## config.mk

```make
export PLATFORM = sky130hd
export DESIGN_NAME = sensor_ema_filter_bank_top
export DESIGN_NICKNAME = d
export VERILOG_FILES = /design/src/sefb_pkg.sv /design/src/sensor_ema_filter_bank_top.sv /design/src/sefb_store.sv
export VERILOG_INCLUDE_DIRS = /design/src /design/src/src
export SDC_FILE = /design/constraint.sdc
export NUM_CORES = 2
export LEC_CHECK = 0
export ABC_AREA = 1
export BUFFER_PORTS_ARGS = -buffer_cell sky130_fd_sc_hd__buf_2
export CAP_MARGIN = 25
export CORE_ASPECT_RATIO = 0.7
export CORE_MARGIN = 4
export CORE_UTILIZATION = 55
export CTS_CLUSTER_SIZE = 10
export DETAILED_ROUTE_END_ITERATION = 8
export PLACE_DENSITY = 0.74
export SYNTH_ARGS = -nofsm -noshare
export SYNTH_HDL_FRONTEND = slang
export SYNTH_HIERARCHICAL = 1
export SYNTH_SLANG_ARGS = --single-unit
```

## constraint.sdc

```tcl
create_clock -name clk -period 6.2 [get_ports clk]
set_clock_uncertainty 0.15 [all_clocks]
set_input_delay 0.62 -clock clk [delete_from_list [all_inputs] [get_ports clk]]
set_output_delay 0.62 -clock clk [all_outputs]
set_load 0.01 [all_outputs]
```

## src/assert_macros.svh

```systemverilog
// assertion macros used by the top-level rtl file
`ifndef ASSERT_MACROS_SVH
`define ASSERT_MACROS_SVH

`ifndef SYNTHESIS

// expression must hold at every clock edge out of reset
`define ASSERT_ALWAYS(lbl, clk, rst_n, expr, msg) \
    lbl: assert property (@(posedge clk) disable iff (!rst_n) (expr)) else $error(msg);

// consequent must hold in the same cycle as the antecedent
`define ASSERT_IMPLIES(lbl, clk, rst_n, ante, cons, msg) \
    lbl: assert property (@(posedge clk) disable iff (!rst_n) (ante) |-> (cons)) else $error(msg);

`else

`define ASSERT_ALWAYS(lbl, clk, rst_n, expr, msg)
`define ASSERT_IMPLIES(lbl, clk, rst_n, ante, cons, msg)

`endif

`endif

```

## src/sefb_pkg.sv

```systemverilog
// types and constants of the sensor ema filter bank
`timescale 1ns / 1ps

package sefb_pkg;

    localparam int CHAN_W    = 4;
    localparam int DATA_W    = 32;
    localparam int ALPHA_W   = 17;
    localparam int DIFF_W    = 33;
    localparam int PROD_W    = 51;
    localparam int STEP_W    = 35;
    localparam int SUM_W     = 36;
    localparam int MOD_W     = 35;
    localparam int MOD_STEPS = 10;
    localparam int FRAC_W    = 16;

    localparam int US_CHANNELS = 4;

    localparam logic [ALPHA_W-1:0] ONE_Q16         = 17'd65536;
    localparam logic [ALPHA_W-1:0] SONAR_WT_RST    = 17'd22938;
    localparam logic [ALPHA_W-1:0] INERTIAL_WT_RST = 17'd16384;

    localparam logic signed [DIFF_W-1:0] DEG180_DIFF = 33'sd11796480;
    localparam logic signed [DIFF_W-1:0] DEG360_DIFF = 33'sd23592960;

    localparam logic [MOD_W-1:0] DEG360_Q16  = 35'd23592960;
    // multiple of 360 degrees that lifts any heading sum above zero
    localparam logic [MOD_W-1:0] WRAP_OFFSET = DEG360_Q16 << (MOD_STEPS - 1);

    typedef enum logic [0:0] {
        REG_SONAR_WT    = 1'b0,
        REG_INERTIAL_WT = 1'b1
    } cfg_reg_t;

    // result carried through the write-back pipeline
    typedef struct packed {
        logic [CHAN_W-1:0] chan;
        logic              wr;
        logic              fv;
        logic              wrap;
        logic [MOD_W-1:0]  val;
    } res_t;

    // subtrahend of reduction step n (1 .. MOD_STEPS)
    function automatic logic [MOD_W-1:0] mod_thr(input int n);
        return DEG360_Q16 << (MOD_STEPS - n);
    endfunction

endpackage

```

## src/sensor_ema_filter_bank_top.sv

```systemverilog
// sensor ema filter bank: per-channel exponential smoothing with heading wrap
//
// channel  | direction | tdata               | tuser
// s_axis   | in        | sample_value[31:0]  | channel[3:0], sample_valid[4]
// m_axis   | out       | filtered_value[31:0]| out_channel[3:0], filtered_valid[4]
// cfg      | in        | cfg_wdata[16:0]     | cfg_index 0 sonar weight, 1 inertial weight
//
// one transaction per clock unless the interlock or m_axis back-pressure holds it
// a sample for a channel that is still in the pipeline waits until the earlier one
// has reached the output register, as the state memory is read at entry and
// written at the end of the pipeline
// reset clears the valid marks at once, there is no clearing pass
// stalls on m_axis fill empty stages first, so input keeps flowing into bubbles
`timescale 1ns / 1ps
`include "assert_macros.svh"

module sensor_ema_filter_bank_top
    import sefb_pkg::*;
#(
    parameter int NUM_CHANNELS = 14
) (
    input  logic               clk,
    input  logic               rst_n,
    input  logic               s_axis_tvalid,
    output logic               s_axis_tready,
    input  logic [DATA_W-1:0]  s_axis_tdata,  // sample_value[31:0]
    input  logic [CHAN_W:0]    s_axis_tuser,  // channel[3:0], sample_valid[4]
    output logic               m_axis_tvalid,
    input  logic               m_axis_tready,
    output logic [DATA_W-1:0]  m_axis_tdata,  // filtered_value[31:0]
    output logic [CHAN_W:0]    m_axis_tuser,  // out_channel[3:0], filtered_valid[4]
    input  logic               cfg_we,
    input  logic [0:0]         cfg_index,
    input  logic [ALPHA_W-1:0] cfg_wdata
);

    localparam int ADDR_W = $clog2(NUM_CHANNELS);
    localparam logic [7:0] NUM_CH_L = 8'(NUM_CHANNELS);
    localparam logic [7:0] HEAD_CH  = 8'(NUM_CHANNELS - 1);

    // configuration
    logic [ALPHA_W-1:0] sonar_wt_reg;
    logic [ALPHA_W-1:0] inertial_wt_reg;

    always_ff @(posedge clk or negedge rst_n)
    begin
        if (!rst_n)
        begin
            sonar_wt_reg    <= SONAR_WT_RST;
            inertial_wt_reg <= INERTIAL_WT_RST;
        end
        else if (cfg_we)
        begin
            unique case (cfg_index)
                REG_SONAR_WT:    sonar_wt_reg    <= cfg_wdata;
                REG_INERTIAL_WT: inertial_wt_reg <= cfg_wdata;
                default:         sonar_wt_reg    <= sonar_wt_reg;
            endcase
        end
    end

    // input fields
    logic [CHAN_W-1:0] in_chan;
    logic              in_sv;
    logic              in_inr;
    logic              accept;
    logic              hazard;

    assign in_chan = s_axis_tuser[CHAN_W-1:0];
    assign in_sv   = s_axis_tuser[CHAN_W];
    assign in_inr  = ({4'b0, in_chan} < NUM_CH_L);

    // pipeline registers
    logic              a_v_reg, b_v_reg, c_v_reg, d_v_reg, o_v_reg;
    logic [CHAN_W-1:0] a_chan_reg, b_chan_reg, c_chan_reg, d_chan_reg;
    logic              a_inr_reg, b_inr_reg, c_inr_reg, d_inr_reg;
    logic              a_sv_reg, b_sv_reg, c_sv_reg, d_sv_reg;
    logic              b_mark_reg, c_mark_reg, d_mark_reg;
    logic              b_head_reg, c_head_reg, d_head_reg;
    logic [DATA_W-1:0] a_sample_reg, b_sample_reg, c_sample_reg, d_sample_reg;
    logic [DATA_W-1:0] b_prev_reg, c_prev_reg, d_prev_reg;
    logic signed [DIFF_W-1:0] b_diff_reg, c_diff_reg;
    logic [ALPHA_W-1:0]       c_alpha_reg;
    logic signed [PROD_W-1:0] d_prod_reg;
    res_t              r_reg   [MOD_STEPS+1];
    logic              r_v_reg [MOD_STEPS+1];
    logic [CHAN_W-1:0] o_chan_reg;
    logic [DATA_W-1:0] o_value_reg;
    logic              o_fv_reg;

    // next values
    logic signed [DIFF_W-1:0] b_diff_next, c_diff_next;
    logic                     b_head_next;
    logic [ALPHA_W-1:0]       c_alpha_next;
    logic signed [PROD_W-1:0] d_prod_next;
    logic [STEP_W-1:0]        e_step;
    logic [SUM_W-1:0]         e_sum;
    res_t                     e_next;
    res_t                     r_next  [MOD_STEPS+1];
    logic                     r_src_v [MOD_STEPS+1];

    // stage ready chain, from the output register back to the entry stage
    logic rdy_a, rdy_b, rdy_c, rdy_d, rdy_o;
    logic rdy_r [MOD_STEPS+1];

    always_comb
    begin
        rdy_o = !o_v_reg || m_axis_tready;
        rdy_r[MOD_STEPS] = !r_v_reg[MOD_STEPS] || rdy_o;
        for (int j = MOD_STEPS - 1; j >= 0; j--)
        begin
            rdy_r[j] = !r_v_reg[j] || rdy_r[j+1];
        end
        rdy_d = !d_v_reg || rdy_r[0];
        rdy_c = !c_v_reg || rdy_d;
        rdy_b = !b_v_reg || rdy_c;
        rdy_a = !a_v_reg || rdy_b;
    end

    // interlock: same channel anywhere between memory read and write-back
    always_comb
    begin
        hazard = (a_v_reg && a_chan_reg == in_chan)
              || (b_v_reg && b_chan_reg == in_chan)
              || (c_v_reg && c_chan_reg == in_chan)
              || (d_v_reg && d_chan_reg == in_chan);
        for (int j = 0; j <= MOD_STEPS; j++)
        begin
            hazard = hazard || (r_v_reg[j] && r_reg[j].chan == in_chan);
        end
        hazard = hazard && in_inr;
    end

    assign s_axis_tready = rdy_a && !hazard;
    assign accept        = s_axis_tvalid && s_axis_tready;

    // state memory
    logic [DATA_W-1:0] st_rd_data;
    logic              st_rd_mark;
    logic              st_wr_en;
    logic [CHAN_W-1:0] st_wr_chan;

    assign st_wr_en   = r_v_reg[MOD_STEPS] && rdy_o && r_reg[MOD_STEPS].wr;
    assign st_wr_chan = r_reg[MOD_STEPS].chan;

    sefb_store #(
        .NUM_CHANNELS (NUM_CHANNELS),
        .ADDR_W       (ADDR_W)
    ) u_store (
        .clk     (clk),
        .rst_n   (rst_n),
        .rd_en   (accept && in_inr),
        .rd_addr (ADDR_W'(in_chan)),
        .rd_data (st_rd_data),
        .rd_mark (st_rd_mark),
        .wr_en   (st_wr_en),
        .wr_addr (ADDR_W'(st_wr_chan)),
        .wr_data (r_reg[MOD_STEPS].val[DATA_W-1:0])
    );

    // datapath
    always_comb
    begin
        b_diff_next = $signed({a_sample_reg[DATA_W-1], a_sample_reg})
                    - $signed({st_rd_data[DATA_W-1], st_rd_data});
        b_head_next = ({4'b0, a_chan_reg} == HEAD_CH);

        // heading takes the shorter arc
        c_diff_next = b_diff_reg;
        if (b_head_reg && b_diff_reg > DEG180_DIFF)
        begin
            c_diff_next = b_diff_reg - DEG360_DIFF;
        end
        else if (b_head_reg && b_diff_reg < -DEG180_DIFF)
        begin
            c_diff_next = b_diff_reg + DEG360_DIFF;
        end

        if (b_chan_reg < CHAN_W'(US_CHANNELS) && !b_head_reg)
        begin
            c_alpha_next = (sonar_wt_reg > ONE_Q16) ? ONE_Q16 : sonar_wt_reg;
        end
        else
        begin
            c_alpha_next = (inertial_wt_reg > ONE_Q16) ? ONE_Q16 : inertial_wt_reg;
        end

        d_prod_next = $signed({1'b0, c_alpha_reg}) * c_diff_reg;

        // floor shift, then add to the previous value
        e_step      = d_prod_reg[PROD_W-1:FRAC_W];
        e_next.chan = d_chan_reg;
        e_next.wr   = d_inr_reg && d_sv_reg;
        e_next.fv   = d_inr_reg && (d_mark_reg || d_sv_reg);
        e_next.wrap = d_inr_reg && d_sv_reg && d_mark_reg && d_head_reg;
        e_sum = {{(SUM_W - DATA_W){d_prev_reg[DATA_W-1]}}, d_prev_reg}
              + {{(SUM_W - STEP_W){e_step[STEP_W-1]}}, e_step}
              + (e_next.wrap ? {{(SUM_W - MOD_W){1'b0}}, WRAP_OFFSET} : '0);
        priority if (!d_inr_reg)
        begin
            e_next.val = '0;
        end
        else if (!d_sv_reg)
        begin
            e_next.val = d_mark_reg ? {{(MOD_W - DATA_W){1'b0}}, d_prev_reg} : '0;
        end
        else if (!d_mark_reg)
        begin
            e_next.val = {{(MOD_W - DATA_W){1'b0}}, d_sample_reg};
        end
        else
        begin
            e_next.val = e_sum[MOD_W-1:0];
        end

        // modulo 360 degrees, one restoring step per stage
        r_next[0]  = e_next;
        r_src_v[0] = d_v_reg;
        for (int j = 1; j <= MOD_STEPS; j++)
        begin
            r_next[j]  = r_reg[j-1];
            r_src_v[j] = r_v_reg[j-1];
            if (r_reg[j-1].wrap && r_reg[j-1].val >= mod_thr(j))
            begin
                r_next[j].val = r_reg[j-1].val - mod_thr(j);
            end
        end
    end

    // stage valid bits
    always_ff @(posedge clk or negedge rst_n)
    begin
        if (!rst_n)
        begin
            a_v_reg <= 1'b0;
            b_v_reg <= 1'b0;
            c_v_reg <= 1'b0;
            d_v_reg <= 1'b0;
            o_v_reg <= 1'b0;
            for (int j = 0; j <= MOD_STEPS; j++)
            begin
                r_v_reg[j] <= 1'b0;
            end
        end
        else
        begin
            if (rdy_a)
            begin
                a_v_reg <= accept;
            end
            if (rdy_b)
            begin
                b_v_reg <= a_v_reg;
            end
            if (rdy_c)
            begin
                c_v_reg <= b_v_reg;
            end
            if (rdy_d)
            begin
                d_v_reg <= c_v_reg;
            end
            for (int j = 0; j <= MOD_STEPS; j++)
            begin
                if (rdy_r[j])
                begin
                    r_v_reg[j] <= r_src_v[j];
                end
            end
            if (rdy_o)
            begin
                o_v_reg <= r_v_reg[MOD_STEPS];
            end
        end
    end

    // stage payloads
    always_ff @(posedge clk)
    begin
        if (accept)
        begin
            a_chan_reg   <= in_chan;
            a_inr_reg    <= in_inr;
            a_sv_reg     <= in_sv;
            a_sample_reg <= s_axis_tdata;
        end
        if (rdy_b && a_v_reg)
        begin
            b_chan_reg   <= a_chan_reg;
            b_inr_reg    <= a_inr_reg;
            b_sv_reg     <= a_sv_reg;
            b_mark_reg   <= st_rd_mark;
            b_head_reg   <= b_head_next;
            b_sample_reg <= a_sample_reg;
            b_prev_reg   <= st_rd_data;
            b_diff_reg   <= b_diff_next;
        end
        if (rdy_c && b_v_reg)
        begin
            c_chan_reg   <= b_chan_reg;
            c_inr_reg    <= b_inr_reg;
            c_sv_reg     <= b_sv_reg;
            c_mark_reg   <= b_mark_reg;
            c_head_reg   <= b_head_reg;
            c_sample_reg <= b_sample_reg;
            c_prev_reg   <= b_prev_reg;
            c_diff_reg   <= c_diff_next;
            c_alpha_reg  <= c_alpha_next;
        end
        if (rdy_d && c_v_reg)
        begin
            d_chan_reg   <= c_chan_reg;
            d_inr_reg    <= c_inr_reg;
            d_sv_reg     <= c_sv_reg;
            d_mark_reg   <= c_mark_reg;
            d_head_reg   <= c_head_reg;
            d_sample_reg <= c_sample_reg;
            d_prev_reg   <= c_prev_reg;
            d_prod_reg   <= d_prod_next;
        end
        for (int j = 0; j <= MOD_STEPS; j++)
        begin
            if (rdy_r[j] && r_src_v[j])
            begin
                r_reg[j] <= r_next[j];
            end
        end
        if (rdy_o && r_v_reg[MOD_STEPS])
        begin
            o_chan_reg  <= r_reg[MOD_STEPS].chan;
            o_value_reg <= r_reg[MOD_STEPS].val[DATA_W-1:0];
            o_fv_reg    <= r_reg[MOD_STEPS].fv;
        end
    end

    assign m_axis_tvalid = o_v_reg;
    assign m_axis_tdata  = o_value_reg;
    assign m_axis_tuser  = {o_fv_reg, o_chan_reg};

    // a channel is never read while its write-back is happening
    `ASSERT_ALWAYS(a_no_rmw_overlap, clk, rst_n,
        !(st_wr_en && accept && in_inr && st_wr_chan == in_chan),
        "read of a channel overlaps its write-back")

    // a result whose filtered_valid is clear always reports zero
    `ASSERT_IMPLIES(a_invalid_reads_zero, clk, rst_n,
        m_axis_tvalid && !m_axis_tuser[CHAN_W], m_axis_tdata == '0,
        "invalid result carries nonzero value")

    // a filtered heading leaves the reduction inside one turn
    `ASSERT_IMPLIES(a_heading_in_turn, clk, rst_n,
        r_v_reg[MOD_STEPS] && r_reg[MOD_STEPS].wrap, r_reg[MOD_STEPS].val < DEG360_Q16,
        "heading not reduced below 360 degrees")

endmodule

```

## src/sefb_store.sv

```systemverilog
// per-channel filtered value memory and valid marks
`timescale 1ns / 1ps

module sefb_store
    import sefb_pkg::*;
#(
    parameter int NUM_CHANNELS = 14,
    parameter int ADDR_W       = 4
) (
    input  logic              clk,
    input  logic              rst_n,
    input  logic              rd_en,
    input  logic [ADDR_W-1:0] rd_addr,
    output logic [DATA_W-1:0] rd_data,
    output logic              rd_mark,
    input  logic              wr_en,
    input  logic [ADDR_W-1:0] wr_addr,
    input  logic [DATA_W-1:0] wr_data
);

    logic [DATA_W-1:0]       mem [NUM_CHANNELS];
    logic [DATA_W-1:0]       rd_data_reg;
    logic [NUM_CHANNELS-1:0] mark_reg;
    logic                    rd_mark_reg;

    always_ff @(posedge clk)
    begin
        if (wr_en)
        begin
            mem[wr_addr] <= wr_data;
        end
        if (rd_en)
        begin
            rd_data_reg <= mem[rd_addr];
        end
    end

    // valid marks clear at once on reset, data of an unmarked entry is never used
    always_ff @(posedge clk or negedge rst_n)
    begin
        if (!rst_n)
        begin
            mark_reg    <= '0;
            rd_mark_reg <= 1'b0;
        end
        else
        begin
            if (wr_en)
            begin
                mark_reg[wr_addr] <= 1'b1;
            end
            if (rd_en)
            begin
                rd_mark_reg <= mark_reg[rd_addr];
            end
        end
    end

    assign rd_data = rd_data_reg;
    assign rd_mark = rd_mark_reg;

endmodule

```

==> results_tabular.tex <==
\begin{tabular}{lr}
\hline
Metric & Value \\
\hline
\multicolumn{2}{l}{\textbf{Clock tree}} \\
Cts bufs inserted & 163 \\
Maximum buffer depth of the clock tree & 3 \\
Count of clock tree sinks & 1412 \\
CTS tree & yes \\
Clock slew at reported path FFs & 0.06 ns \\
H-tree Lvls & 4 \\
Insertion delay to the later sink of the worst-skew pair & 0.80 ns \\
Root buffer selected by CTS & clkbuf\_16 \\
\multicolumn{2}{l}{\textbf{Detailed routing}} \\
Via count of the routed design & 54900 \\
Post-route antenna net violation count & 0 \\
Count of unresolved DRC violations after routing & 0 \\
DR iter-0 viols & 7269 \\
Router iterations before antenna repair & 6 \\
Post-detailed-route via-to-cell ratio & 5.66 \\
Average detailed-routed wire length per instance & 21.8 um \\
Final wirelength & 211 mm \\
\multicolumn{2}{l}{\textbf{Yosys}} \\
Post-Syn Area & 79200 um\^{}2 \\
Syn avg cell area & 10.7 um\^{}2 \\
Share of synthesized cell area in full adder, half adder and majority cells & 0.173 \\
Yosys top cell area share & 0.510 \\
Nets in the synthesized netlist & 8211 \\
Mux cell area share after synthesis & 0.000142 \\
Synth unique cells & 71 \\
Count of yosys warnings during synthesis & 6 \\
Largest family of logic cells by synthesized area & adder cells \\
Proportion of synthesized chip area in sequential cells & 0.531 \\
Top area cells in the synthesized netlist & edfxtp\_1 (51\%), fa\_1 (14\%), nand2\_1 (7.4\%) \\
EDFF count, synth & 1347 \\
Share of synthesized registers carrying an async set or reset & 0.0460 \\
Prevailing post-synth register cell & edfxtp\_1 \\
Post-synthesis instance total & 7380 \\
Parity-gate share of the synthesized area counting xor and xnor cells & 0.0227 \\
Synth area leader & edfxtp\_1 \\
Fraction of the mapped netlist area in simple logic gates & 0.136 \\
Compound-cell area share of the yosys netlist & 0.0597 \\
Number of register bits inferred by synthesis & 1412 \\
\multicolumn{2}{l}{\textbf{Floorplanning}} \\
Initial standard-cell utilization of the core & 0.554 \\
Total die area & 150000 um\^{}2 \\
Total I/O pin count & 99 \\
Die span in x & 462 um \\
Height of the die & 326 um \\
Placeable core area & 143000 um\^{}2 \\
Cell Rows & 116 \\
\multicolumn{2}{l}{\textbf{GRT}} \\
Maximum number of pins on one net before global-route repair & 156 \\
Number of global-route vias before repair & 52500 \\
Antenna violations before repair & 12 \\
Global-route wire length before repair & 317 mm \\
GRT Overall Usage & 0.278 \\
GRT overflow & 0 \\
\multicolumn{2}{l}{\textbf{Setup path}} \\
Critical path's slowest cell & fa\_1 \\
Slowest Stage Delay on Critical Path & 0.53 ns \\
Sort of element at the start of the critical path & flip-flop \\
Setup CP Type & flip-flop to flip-flop \\
Worst-path fanout max & 19 \\
CP most frequent cell & fa\_1 \\
Category of the worst setup path capture point & flip-flop \\
Required time of the worst setup path & 6.58 ns \\
Data arrival time of the worst path & 6.48 ns \\
Cells along the critical path & buf\_6 > buf\_12 > nand2\_1 > inv\_1 > fa\_1 > inv\_1 > fa\_1 > fa\_1 > inv\_1 > fa\_1 > fa\_1 > inv\_1 > fa\_1 > inv\_1 > ha\_4 > a21o\_1 > a31oi\_4 > buf\_6 > o31ai\_2 > nand2\_1 > nand3\_2 > a21oi\_2 > xnor2\_1 \\
\multicolumn{2}{l}{\textbf{Layout}} \\
Area taken by flip-flops and latches & 42100 um\^{}2 \\
\# fillers & 10800 \\
Commonest non-fill, non-tap cells in the layout & nand2\_1 (1539), edfxtp\_1 (1347), inv\_1 (1253), fa\_1 (528), nor2\_1 (474) \\
Final net count & 8554 \\
Most common library cell in the layout ignoring fill and taps & nand2\_1 \\
Area growth from synthesis to layout & 13.9\% \\
Multi-input gate area in the final layout & 32200 um\^{}2 \\
Share of cells above drive strength 1 & 0.113 \\
Largest register FFs & 458 \\
\multicolumn{2}{l}{\textbf{Placed design}} \\
Estimated wirelength of the detail-placed design & 151 mm \\
Port Buffers & 98 \\
Placer Congestion & 0.999 \\
\multicolumn{2}{l}{\textbf{Timing}} \\
Achievable Freq & 0.164 GHz \\
Post-Route Hold Slack & 0.0439 ns \\
Share of the clock period used by the worst path & 0.984 \\
Final max-slew violation count & 0 \\
Time the final worst path needs with I/O delays and setup & 6.10 ns \\
Slew Limit Headroom & 0.286 \\
Setup repair after global routing missed its margin & yes \\
Slew of the pin with the lowest slew margin & 1.07 ns \\
Final setup violation count & 0 \\
Final hold violations & 0 \\
\multicolumn{2}{l}{\textbf{Status}} \\
Result of the run & finished, final reports clean \\
\multicolumn{2}{l}{\textbf{Min path}} \\
Hold Crit Class & primary input to flip-flop \\
\multicolumn{2}{l}{\textbf{Job}} \\
Number of maximum-capacitance constraint violations & 0 \\
\hline
\end{tabular}
-- worst max-delay path, delay by kind of cell, from the launching register on --
family | cells | cell delay [ns]
compound gates | 4 | 0.85
xor+xnor | 1 | 0.08
fa+ha+maj | 7 | 3.23
buf+inv | 8 | 0.73
flops | 1 | 0.41
simple gates | 3 | 0.38
-- logic make-up (layout without fill, tap and decap cells) --
kind of cell | Yosys count | in the layout
flops | 1412 | 1412
mux | 1 | 1
other cells | 0 | 6
compound gates | 824 | 824
xor+xnor | 205 | 205
simple gates | 2609 | 2609
fa+ha+maj | 771 | 771
buf+inv | 1558 | 1981
-- Yosys cell counts, types with 66 or more instances --
master       n
nand3_1    259
o21ai_0    269
edfxtp_1  1347
clkbuf_1   170
ha_1       231
o21ai_1     75
nand4_1     66
nand2_1   1568
nor4_1      68
inv_1     1267
fa_1       540
a21oi_1    255
o211ai_1    96
nor2_1     529
xor2_1     144
-- routing by layer --
layer / global-route usage / vias to the layer above / wire length [um]
li1: - / 24700 / -
met1: 0.444 / 26800 / 92400
met2: 0.376 / 3037 / 86600
met3: 0.0719 / 323 / 26900
met4: 0.0762 / 2 / 5630
met5: 0 / - / 13
-- metrics by stage --
step / instance area, um^2 / TNS [ns] / util / worst slack (ns) / cells
floorplan: 79200 / 0 / - / 0.272 / 7380
global placement: 83400 / -0.955 / 0.583 / -0.173 / 9351
detailed placement: 83500 / -1.19 / 0.584 / -0.150 / 9355
CTS: 89100 / -0.00477 / 0.623 / -0.00477 / 9663
global route: 90300 / -0.423 / 0.631 / -0.0862 / 9692
finish: 90300 / 0 / 0.631 / 0.0979 / 9697
-- what timing repair did --
| action | in CTS | in global routing |
|---|---|---|
| resized for setup | 21 | 230 |
| cloned | 0 | 2 |
| setup buffers | 12 | 21 |
| endpoints found under the hold margin | 73 | 0 |
| endpoints found under the setup margin | 24 | 34 |
| hold buffers | 51 | 0 |
| pin swaps | 3 | 54 |
-- cell type report --
class	count	area share
diodes	6	0.000166
clock buffers	220	0.0477
clock inverters	25	0.00625
inverters	1280	0.0534
multi-input cells	4410	0.356
flip-flops and latches	1412	0.466
well taps	1888	0.0262
repair buffers	456	0.0440
-- worst paths after layout --
check / start / to / slack [ns] / cells after the start
setup / recovery: c_alpha_reg[6] / d_prod_reg[33] / 0.1 / 23
hold / removal: m_axis_tready / m_axis_tvalid / 0.04 / 4
setup reg to reg: c_alpha_reg[6] / d_prod_reg[33] / 0.1 / 23
hold reg to reg: b_prev_reg[11] / c_prev_reg[11] / 0.24 / 0
max in group asynchronous: rst_n / r_src_v[5] / 4.67 / 3
min in group asynchronous: rst_n / inertial_wt_reg[4] / 0.07 / 2
Power is not shown: default switching activity piles up to over one toggle a cycle in this logic, so the estimate is an artifact.
